`src/rtl/hgps_pkg.sv`:
```
// Shared widths, configuration defaults and controller/datapath interface types
// for the hold-gesture port selector. No dependencies.
package hgps_pkg;

  localparam int TIME_BITS = 32;
  localparam int CNT_W     = $clog2(TIME_BITS + 1);

  localparam int DEB_W     = 10;
  localparam int BLINK_W   = 14;
  localparam int SLOT_W    = 14;
  localparam int LEAD_W    = 4;
  localparam int PORT_W    = 4;
  localparam int INDEX_W   = 16;
  localparam int CFG_IDX_W = 3;
  localparam int CFG_DAT_W = 14;
  localparam int LEADP_W   = LEAD_W + SLOT_W;

  // Register indexes on the configuration port
  localparam logic [CFG_IDX_W-1:0] REG_DEBOUNCE  = 3'd0;
  localparam logic [CFG_IDX_W-1:0] REG_BLINK_ON  = 3'd1;
  localparam logic [CFG_IDX_W-1:0] REG_BLINK_OFF = 3'd2;
  localparam logic [CFG_IDX_W-1:0] REG_SLOT      = 3'd3;
  localparam logic [CFG_IDX_W-1:0] REG_LEAD      = 3'd4;
  localparam logic [CFG_IDX_W-1:0] REG_MAX_PORT  = 3'd5;

  // Reset values of the registers
  localparam logic [DEB_W-1:0]   DEF_DEBOUNCE  = 10'd20;
  localparam logic [BLINK_W-1:0] DEF_BLINK_ON  = 14'd400;
  localparam logic [BLINK_W-1:0] DEF_BLINK_OFF = 14'd200;
  localparam logic [SLOT_W-1:0]  DEF_SLOT      = 14'd600;
  localparam logic [LEAD_W-1:0]  DEF_LEAD      = 4'd5;
  localparam logic [PORT_W-1:0]  DEF_MAX_PORT  = 4'd5;

  // Commands from controller to datapath
  typedef struct packed {
    logic load;
    logic edge_upd;
    logic blink_upd;
    logic start_upd;
    logic sel_upd;
    logic div_step;
    logic div_wb;
    logic out_load;
  } hgps_cmd_t;

  // Status from datapath to controller
  typedef struct packed {
    logic go_div;
    logic div_done;
  } hgps_sts_t;

endpackage

```
`src/rtl/hold_gesture_port_selector.sv`:
```
// Top level of the hold-gesture port selector: controller plus datapath.
// Depends on hgps_pkg, hgps_ctrl, hgps_dp (and hgps_div below it).
//
// Usage:
//   Input channel (in_valid/in_ready): one transaction per switch sample,
//   carrying in_now_ms (wrapping millisecond time) and in_level_low
//   (1 = pressed). Output channel (out_valid/out_ready): one transaction per
//   sample with the debounced held flag, blink flag, a release request
//   (valid and port) and the current selected index.
//   Configuration: write cfg_wdata to register cfg_index while cfg_we is
//   high; indexes 0..5 are debounce, blink on, blink off, slot, lead slots
//   and max port. Write only while no sample is in flight.
//   After acceptance the controller runs the edge, blink, start and select
//   updates and loads the output register, with a divide state before the
//   load when the index is recomputed: the restoring divider produces one
//   quotient bit per cycle over the 32-bit elapsed time. in_ready is high
//   only while the controller is idle, so a sample waits for the last; one
//   may be accepted while the previous result waits in the output register.
//   Stall: if out_ready stays low, the next result holds in the controller
//   until the output register frees, and no further sample is taken.
//   Reset (rst_n low, synchronous) restores the register defaults, clears
//   the gesture state and empties the output register.
module hold_gesture_port_selector (
  input  logic                              clk,
  input  logic                              rst_n,
  input  logic                              cfg_we,
  input  logic [hgps_pkg::CFG_IDX_W-1:0]    cfg_index,
  input  logic [hgps_pkg::CFG_DAT_W-1:0]    cfg_wdata,
  input  logic                              in_valid,
  output logic                              in_ready,
  input  logic [hgps_pkg::TIME_BITS-1:0]    in_now_ms,
  input  logic                              in_level_low,
  output logic                              out_valid,
  input  logic                              out_ready,
  output logic                              out_held,
  output logic                              out_blink,
  output logic                              out_request_valid,
  output logic [hgps_pkg::PORT_W-1:0]       out_request_port,
  output logic [hgps_pkg::INDEX_W-1:0]      out_selected_index
);
  import hgps_pkg::*;

  hgps_cmd_t cmd;
  hgps_sts_t sts;

  // Sequence the per-sample steps and run both handshakes
  hgps_ctrl u_ctrl (
    .clk       (clk),
    .rst_n     (rst_n),
    .in_valid  (in_valid),
    .in_ready  (in_ready),
    .out_valid (out_valid),
    .out_ready (out_ready),
    .sts       (sts),
    .cmd       (cmd)
  );

  // Hold configuration and gesture state; drive the result payload
  hgps_dp u_dp (
    .clk                (clk),
    .rst_n              (rst_n),
    .cfg_we             (cfg_we),
    .cfg_index          (cfg_index),
    .cfg_wdata          (cfg_wdata),
    .in_now_ms          (in_now_ms),
    .in_level_low       (in_level_low),
    .cmd                (cmd),
    .sts                (sts),
    .out_held           (out_held),
    .out_blink          (out_blink),
    .out_request_valid  (out_request_valid),
    .out_request_port   (out_request_port),
    .out_selected_index (out_selected_index)
  );

endmodule

```
`src/rtl/hgps_div.sv`:
```
// Restoring divider, one quotient bit per cycle while step is high, for the port index.
// Depends on hgps_pkg.
module hgps_div (
  input  logic                              clk,
  input  logic                              rst_n,
  input  logic                              start,
  input  logic                              step,
  input  logic [hgps_pkg::TIME_BITS-1:0]    dividend,
  input  logic [hgps_pkg::SLOT_W-1:0]       divisor,
  output logic [hgps_pkg::TIME_BITS-1:0]    quotient,
  output logic                              done
);
  import hgps_pkg::*;

  logic [SLOT_W-1:0]    rem_r, rem_nxt;
  logic [TIME_BITS-1:0] quo_r, quo_nxt;
  logic [CNT_W-1:0]     cnt_r, cnt_nxt;
  logic [SLOT_W:0]      trial;
  logic [SLOT_W:0]      diff;
  logic                 fits;

  // Shift in the next dividend bit and try a subtract
  assign trial = {rem_r, quo_r[TIME_BITS-1]};
  assign fits  = trial >= {1'b0, divisor};
  assign diff  = trial - {1'b0, divisor};

  always_comb begin
    rem_nxt = rem_r;
    quo_nxt = quo_r;
    cnt_nxt = cnt_r;
    if (start) begin
      rem_nxt = '0;
      quo_nxt = dividend;
      cnt_nxt = CNT_W'(TIME_BITS);
    end else if (step && cnt_r != '0) begin
      rem_nxt = fits ? diff[SLOT_W-1:0] : trial[SLOT_W-1:0];
      quo_nxt = {quo_r[TIME_BITS-2:0], fits};
      cnt_nxt = cnt_r - CNT_W'(1);
    end
  end

  always_ff @(posedge clk) begin
    rem_r <= rem_nxt;
    quo_r <= quo_nxt;
    if (!rst_n) begin
      cnt_r <= '0;
    end else begin
      cnt_r <= cnt_nxt;
    end
  end

  assign quotient = quo_r;
  assign done     = cnt_r == '0;

endmodule

```
`src/rtl/hgps_dp.sv`:
```
// Datapath: configuration registers, gesture state, per-sample update steps
// and result registers. Depends on hgps_pkg and hgps_div.
module hgps_dp (
  input  logic                              clk,
  input  logic                              rst_n,
  input  logic                              cfg_we,
  input  logic [hgps_pkg::CFG_IDX_W-1:0]    cfg_index,
  input  logic [hgps_pkg::CFG_DAT_W-1:0]    cfg_wdata,
  input  logic [hgps_pkg::TIME_BITS-1:0]    in_now_ms,
  input  logic                              in_level_low,
  input  hgps_pkg::hgps_cmd_t               cmd,
  output hgps_pkg::hgps_sts_t               sts,
  output logic                              out_held,
  output logic                              out_blink,
  output logic                              out_request_valid,
  output logic [hgps_pkg::PORT_W-1:0]       out_request_port,
  output logic [hgps_pkg::INDEX_W-1:0]      out_selected_index
);
  import hgps_pkg::*;

  // Configuration
  logic [DEB_W-1:0]   debounce_r;
  logic [BLINK_W-1:0] blink_on_r;
  logic [BLINK_W-1:0] blink_off_r;
  logic [SLOT_W-1:0]  slot_r;
  logic [LEAD_W-1:0]  lead_r;
  logic [PORT_W-1:0]  max_port_r;

  // Sample and gesture state
  logic [TIME_BITS-1:0] t_r;
  logic                 pressed_r;
  logic                 held_r;
  logic [TIME_BITS-1:0] last_edge_r;
  logic                 blink_r;
  logic [TIME_BITS-1:0] due_r;
  logic                 selecting_r;
  logic [INDEX_W-1:0]   count_r;
  logic [TIME_BITS-1:0] start_r;
  logic                 req_valid_r;
  logic [PORT_W-1:0]    req_port_r;

  logic [TIME_BITS-1:0] edge_limit;
  logic                 edge_ok;
  logic                 blink_new;
  logic [TIME_BITS-1:0] blink_period;
  logic [LEADP_W-1:0]   lead_len;
  logic [TIME_BITS-1:0] slot_end;
  logic [TIME_BITS-1:0] delta;
  logic [TIME_BITS-1:0] quotient;
  logic                 div_done;

  assign edge_limit   = last_edge_r + TIME_BITS'(debounce_r);
  assign edge_ok      = (held_r != pressed_r) && (t_r > edge_limit);
  assign blink_new    = ~blink_r;
  assign blink_period = TIME_BITS'(blink_new ? blink_on_r : blink_off_r);
  assign lead_len     = LEADP_W'(lead_r) * LEADP_W'(slot_r);
  assign slot_end     = start_r + TIME_BITS'(slot_r);
  assign delta        = t_r - start_r;

  assign sts.go_div   = held_r && selecting_r && (t_r >= slot_end);
  assign sts.div_done = div_done;

  hgps_div u_div (
    .clk      (clk),
    .rst_n    (rst_n),
    .start    (cmd.sel_upd && sts.go_div),
    .step     (cmd.div_step),
    .dividend (delta),
    .divisor  (slot_r),
    .quotient (quotient),
    .done     (div_done)
  );

  always_ff @(posedge clk) begin
    if (!rst_n) begin
      debounce_r  <= DEF_DEBOUNCE;
      blink_on_r  <= DEF_BLINK_ON;
      blink_off_r <= DEF_BLINK_OFF;
      slot_r      <= DEF_SLOT;
      lead_r      <= DEF_LEAD;
      max_port_r  <= DEF_MAX_PORT;
    end else if (cfg_we) begin
      case (cfg_index)
        REG_DEBOUNCE:  debounce_r  <= cfg_wdata[DEB_W-1:0];
        REG_BLINK_ON:  blink_on_r  <= cfg_wdata[BLINK_W-1:0];
        REG_BLINK_OFF: blink_off_r <= cfg_wdata[BLINK_W-1:0];
        REG_SLOT:      slot_r      <= cfg_wdata[SLOT_W-1:0];
        REG_LEAD:      lead_r      <= cfg_wdata[LEAD_W-1:0];
        REG_MAX_PORT:  max_port_r  <= cfg_wdata[PORT_W-1:0];
        default: ;
      endcase
    end
  end

  always_ff @(posedge clk) begin
    if (cmd.load) begin
      t_r       <= in_now_ms;
      pressed_r <= in_level_low;
    end
    if (cmd.start_upd) begin
      start_r <= last_edge_r + TIME_BITS'(lead_len);
    end
  end

  always_ff @(posedge clk) begin
    if (!rst_n) begin
      held_r      <= 1'b0;
      last_edge_r <= '0;
      blink_r     <= 1'b0;
      due_r       <= '0;
      selecting_r <= 1'b0;
      count_r     <= '0;
      req_valid_r <= 1'b0;
      req_port_r  <= '0;
    end else begin
      if (cmd.load) begin
        req_valid_r <= 1'b0;
        req_port_r  <= '0;
      end
      // Accept a debounced level change and restart the blink timer
      if (cmd.edge_upd && edge_ok) begin
        held_r      <= pressed_r;
        last_edge_r <= t_r;
        blink_r     <= 1'b0;
        due_r       <= t_r + TIME_BITS'(blink_on_r);
      end
      // Toggle the blink flag when the running timer expires
      if (cmd.blink_upd && due_r != '0 && t_r > due_r) begin
        blink_r <= blink_new;
        due_r   <= t_r + blink_period;
      end
      if (cmd.sel_upd) begin
        if (held_r) begin
          if (!selecting_r && t_r >= start_r) begin
            selecting_r <= 1'b1;
          end
        end else if (selecting_r) begin
          if (count_r != '0 && count_r <= INDEX_W'(max_port_r)) begin
            req_valid_r <= 1'b1;
            req_port_r  <= count_r[PORT_W-1:0];
          end
          selecting_r <= 1'b0;
          count_r     <= '0;
          blink_r     <= 1'b0;
          due_r       <= '0;
        end
      end
      if (cmd.div_wb) begin
        count_r <= quotient[INDEX_W-1:0];
      end
    end
  end

  always_ff @(posedge clk) begin
    if (cmd.out_load) begin
      out_held           <= held_r;
      out_blink          <= blink_r;
      out_request_valid  <= req_valid_r;
      out_request_port   <= req_port_r;
      out_selected_index <= count_r;
    end
  end

endmodule

```
`src/rtl/hgps_ctrl.sv`:
```
// Controller: sequences the update steps of one sample and owns both
// handshakes. Depends on hgps_pkg.
module hgps_ctrl (
  input  logic                clk,
  input  logic                rst_n,
  input  logic                in_valid,
  output logic                in_ready,
  output logic                out_valid,
  input  logic                out_ready,
  input  hgps_pkg::hgps_sts_t sts,
  output hgps_pkg::hgps_cmd_t cmd
);
  import hgps_pkg::*;

  localparam logic [2:0] S_IDLE  = 3'd0;
  localparam logic [2:0] S_EDGE  = 3'd1;
  localparam logic [2:0] S_BLINK = 3'd2;
  localparam logic [2:0] S_START = 3'd3;
  localparam logic [2:0] S_SEL   = 3'd4;
  localparam logic [2:0] S_DIV   = 3'd5;
  localparam logic [2:0] S_OUT   = 3'd6;

  logic [2:0] state_r, state_nxt;
  logic       out_valid_r, out_valid_nxt;
  logic       out_free;

  assign out_free = !out_valid_r || out_ready;

  always_comb begin
    state_nxt = state_r;
    cmd       = '0;
    in_ready  = 1'b0;
    case (state_r)
      S_IDLE: begin
        in_ready = 1'b1;
        if (in_valid) begin
          cmd.load  = 1'b1;
          state_nxt = S_EDGE;
        end
      end
      S_EDGE: begin
        cmd.edge_upd = 1'b1;
        state_nxt    = S_BLINK;
      end
      S_BLINK: begin
        cmd.blink_upd = 1'b1;
        state_nxt     = S_START;
      end
      S_START: begin
        cmd.start_upd = 1'b1;
        state_nxt     = S_SEL;
      end
      S_SEL: begin
        cmd.sel_upd = 1'b1;
        state_nxt   = sts.go_div ? S_DIV : S_OUT;
      end
      S_DIV: begin
        if (sts.div_done) begin
          cmd.div_wb = 1'b1;
          state_nxt  = S_OUT;
        end else begin
          cmd.div_step = 1'b1;
        end
      end
      S_OUT: begin
        if (out_free) begin
          cmd.out_load = 1'b1;
          state_nxt    = S_IDLE;
        end
      end
      default: state_nxt = S_IDLE;
    endcase
  end

  always_comb begin
    out_valid_nxt = out_valid_r;
    if (cmd.out_load) begin
      out_valid_nxt = 1'b1;
    end else if (out_ready) begin
      out_valid_nxt = 1'b0;
    end
  end

  always_ff @(posedge clk) begin
    if (!rst_n) begin
      state_r     <= S_IDLE;
      out_valid_r <= 1'b0;
    end else begin
      state_r     <= state_nxt;
      out_valid_r <= out_valid_nxt;
    end
  end

  assign out_valid = out_valid_r;

  a_accept_starts: assert property (@(posedge clk) disable iff (!rst_n)
    in_valid && in_ready |=> state_r == S_EDGE)
    else $error("accepted sample did not start the update sequence");

  a_one_cmd: assert property (@(posedge clk) disable iff (!rst_n)
    $onehot0(cmd))
    else $error("more than one datapath command in a cycle");

  a_out_hold: assert property (@(posedge clk) disable iff (!rst_n)
    state_r == S_OUT && out_valid_r && !out_ready |=> state_r == S_OUT && out_valid_r)
    else $error("result register overwritten while receiver stalls");

  a_no_div_skip: assert property (@(posedge clk) disable iff (!rst_n)
    state_r == S_SEL && sts.go_div |=> state_r == S_DIV && !sts.div_done)
    else $error("division did not start after selection step");

endmodule
```
`config.mk`:
```
export PLATFORM = sky130hd
export DESIGN_NAME = hold_gesture_port_selector
export DESIGN_NICKNAME = d
export VERILOG_FILES = /design/src/rtl/hgps_pkg.sv /design/src/rtl/hold_gesture_port_selector.sv /design/src/rtl/hgps_div.sv /design/src/rtl/hgps_dp.sv /design/src/rtl/hgps_ctrl.sv
export SDC_FILE = /design/constraint.sdc
export NUM_CORES = 1
export LEC_CHECK = 0
export ABC_CLOCK_PERIOD_IN_PS = 5200
export BUFFER_PORTS_ARGS = -buffer_cell sky130_fd_sc_hd__buf_2
export CORE_AREA = 4 4 232 279
export DETAILED_ROUTE_END_ITERATION = 10
export DIE_AREA = 0 0 236 283
export HOLD_SLACK_MARGIN = 0.15
export MAX_ROUTING_LAYER = met4
export PLACE_DENSITY = 0.62
export RECOVER_POWER = 100
export SLEW_MARGIN = 10
export SYNTH_ARGS = -nofsm -noshare
export SYNTH_HDL_FRONTEND = slang
export SYNTH_SLANG_ARGS = --single-unit
```
`constraint.sdc`:
```
create_clock -name clk -period 5.2 [get_ports clk]
set_input_delay 1.04 -clock clk [delete_from_list [all_inputs] [get_ports clk]]
set_output_delay 1.04 -clock clk [all_outputs]
set_load 0.005 [all_outputs]
```
==> reports/results.tsv <==
stage	metric	value	unit
cts	hold_buffers	0	
yosys	yosys_most_used_dff	dfxtp_1	
worst_setup_path	crit_path_max_fanout	32	
cts	insertion_delay	560	ps
yosys	synth_compound_area_share	18.5	%
floorplan	pin_count	80	
floorplan	die_x	236	um
cts	cts_root_buf	clkbuf_16	
final_layout	n_fill_cell	6093	
worst_setup_path	worstPathArrival	5270	ps
floorplan	row_count	100	
final_layout	fin_cells	3392	
route	drc	0	
sta	hold_violations	0	
floorplan	dieArea	0.0668	sq mm
worst_setup_path	cp.required	5500	ps
sta	final.period_utilization	95.5	%
yosys	synth-adder-area-share	17.4	%
pwr	totalPowerFinal	6.62	mW
yosys	synth_edf_count	120	
yosys	ys_ff_latch	292	
global_routing	antenna_found_initial	0	
route	antenna_left	0	
pwr	leakagePower	10.0	nW
sta	worst_pin_slew	2500	ps
yosys	synth_mux_area_share	1.62	%
pwr	powerDensity	271	mW/mm^2
final_layout	insertedDiodeCount	0	
sta	worst_hold_slack	422	ps
global_routing	grt_max_degree	68	
yosys	synth.area.top_cells	edfxtp_1, dfxtp_1, ha_1	
final_layout	final_core_util	39.4	%
sta	max-slew-margin-rel	-67.0	%
pwr	vdd_drop_max	0.194	mV
route	drt_pass1_iterations	5	
final_layout	layout.nets	2878	
cts	clkSinkCount	292	
sta	tns	0	ps
yosys	seq_area_frac_synth	32.7	%
route	viasPerCell	5.37	
placed_design	placed_area	0.0231	sq mm
outcome	violations	max-capacitance violations, max-slew violations	
placed_design	port_buffers	79	
worst_hold_path	hold_path_startpoint	u_dp.req_port_r[3]$_SDFF_PN0_	
global_routing	track_usage	18.8	%
route	num_vias	18200	
floorplan	initial_core_util	34.8	%
final_layout	multi_input_area	0.0135	sq mm
cts	cts_buffer_depth	3	
yosys	synth.top_cell.area_share	16.7	%
worst_setup_path	critPathLaunchType	flop	
worst_setup_path	cp-end-kind	flop	
yosys	yosys_warnings	0	
route	wl_per_cell	18.8	um
global_routing	overflow	0	
final_layout	mostFrequentLayoutCells	nand2_1, ha_1, inv_1, dfxtp_1, nor2_1	
cts	cts_tree	done	
placed_design	dpl.cell_count	3323	
outcome	status	complete, but fails checks	
yosys	synth.largest_area_cell	edfxtp_1	
yosys	syn_area	0.0216	sq mm
global_routing	grt_pass1_wl	98.9	mm
worst_setup_path	setup.worst_path.start	u_dp.start_r[0]$_DFFE_PP_	
sta	maxSlewViolCount	132	
final_layout	seq_area	0.00705	sq mm
yosys	syn_nets	2782	
route	drt_iter0_drc	1080	
yosys	synth_xor_area_share	6.70	%
final_layout	final_common_cell	nand2_1	
placed_design	dpl_worst_slack	130	ps
floorplan	die_h	283	um
yosys	synth.avg_cell_area	8.79	sq um
global_routing	grt_pass1_vias	18200	
worst_hold_path	hp-class	reg2reg	
placed_design	place_congestion	0.943	
sta	timing.fmax	201	MHz
sta	setup_viol	0	
sta	min_period	4970	ps
worst_setup_path	crit_type	reg2reg	
route	wirelength	63.6	mm
final_layout	final_area	0.0244	sq mm
yosys	ys_async_sr_fraction	0	%
yosys	synth_cell_types	85	
cts	path_clk_slew	60	ps
cts	cts_max_level	2	
final_layout	syn_to_final_growth	13.3	%
yosys	synthSimpleGateAreaFrac	18.2	%
worst_setup_path	reg2reg_from	u_dp.start_r[0]$_DFFE_PP_	
yosys	syn_inst	2454	
flow_run	maxCapViolCount	3	
sta	rsz0062_at_grt	false	
placed_design	post-dp-hpwl	49.7	mm
sta	setup_ws	233	ps
floorplan	core	0.0619	sq mm
yosys	synth_top_family_by_area	compound AO/OA/AOI/OAI gates	
sta	finClkSkew	21.3	ps
final_layout	drive_gt1_share	9.08	%
cts	cts_made_buffers	34	
-- worst max-delay path: stages (launching register included) --
cell      delay (ps)
edfxtp_1         360
ha_2             190
inv_1             50
fa_1             390
nor2b_1          120
o21ai_0          100
a21boi_1         180
o21ai_1          110
a31oi_1          280
a31oi_1          160
a21oi_1          150
buf_4            160
buf_4            140
xnor2_1          120
ha_1             260
and4_1           220
a221o_1          310
a221o_1          290
or3_4            350
o21ai_4          170
buf_12           160
and2_1           150
inv_1             70
buf_12           170
-- state kept, by name (all words and copies together) (netlist names), 6 cells and up --
signal                   flops
u_dp.blink_off_r            14
u_dp.blink_on_r             14
u_dp.count_r                16
u_dp.debounce_r             10
u_dp.due_r                  32
u_dp.last_edge_r            32
u_dp.out_selected_index     16
u_dp.slot_r                 14
u_dp.start_r                32
u_dp.t_r                    32
u_dp.u_div.cnt_r             6
u_dp.u_div.quotient         32
u_dp.u_div.rem_r            14
-- synth_stat cells (21+ instances only) --
| library cell | instances |
|---|---|
| a211oi_1 | 30 |
| a21boi_0 | 80 |
| a21o_1 | 56 |
| a21oi_1 | 123 |
| and2_1 | 27 |
| and3_1 | 29 |
| clkbuf_1 | 66 |
| dfxtp_1 | 172 |
| edfxtp_1 | 120 |
| fa_1 | 45 |
| ha_1 | 228 |
| inv_1 | 180 |
| nand2_1 | 340 |
| nand2b_1 | 25 |
| nand3_1 | 77 |
| nand4_1 | 40 |
| nor2_1 | 126 |
| nor2b_1 | 57 |
| nor3_1 | 42 |
| nor4_1 | 21 |
| o21a_1 | 27 |
| o21ai_0 | 116 |
| xnor2_1 | 102 |
| xor2_1 | 63 |
-- timing repair --
action                     in CTS  in global routing
gates resized for setup         0                 14
setup buffers                   0                  7
setup endpoints to repair       0                150
-- worst paths after layout --
path | end | slack (ps) | depth (start not counted)
worst max-delay path | u_dp.u_div.quotient[27]$_DFFE_PP_ | 230 | 23
worst min-delay path | u_dp.out_request_port[3]$_DFFE_PP_ | 420 | 0
worst max register to register | u_dp.u_div.quotient[27]$_DFFE_PP_ | 230 | 23
worst min register to register | u_dp.out_request_port[3]$_DFFE_PP_ | 420 | 0
-- layout make-up --
| cell class | instances | area share [%] |
|---|---|---|
| multi-input cells | 1896 | 55.4 |
| flip-flops and latches | 292 | 28.9 |
| well taps | 816 | 4.18 |
| clock buffers | 44 | 4.06 |
| repair buffers | 145 | 3.64 |
| inverters | 181 | 2.78 |
| clock inverters | 18 | 1.12 |
-- kinds of logic after synthesis --
kind of cell | count (synthesis)
AOI/OAI and AO/OA | 595
buffers and inverters | 266
and+or+nand+nor | 830
muxes | 33
DFF | 292
xor gates and xnor gates | 165
adders and majority gates | 273
-- metal layers --
| metal | share of wire (%) | vias up | track usage, % |
|---|---|---|---|
| met1 | 41 | 8751 | 21.5 |
| li1 | - | 8911 | - |
| met4 | 3.2 | 0 | 6.23 |
| met3 | 4.0 | 134 | 2.63 |
| met2 | 52 | 427 | 34.0 |
| met5 | 0 | - | - |
-- where the power goes --
group	internal [mW]	total (mW)	leakage, nW	switching, mW
Combinational	0.534	1.27	6.91	0.738
Sequential	2.49	2.65	2.51	0.158
Clock	1.66	2.70	0.624	1.04
Total	4.69	6.62	10.0	1.94
(Power assumes the default switching activity.)
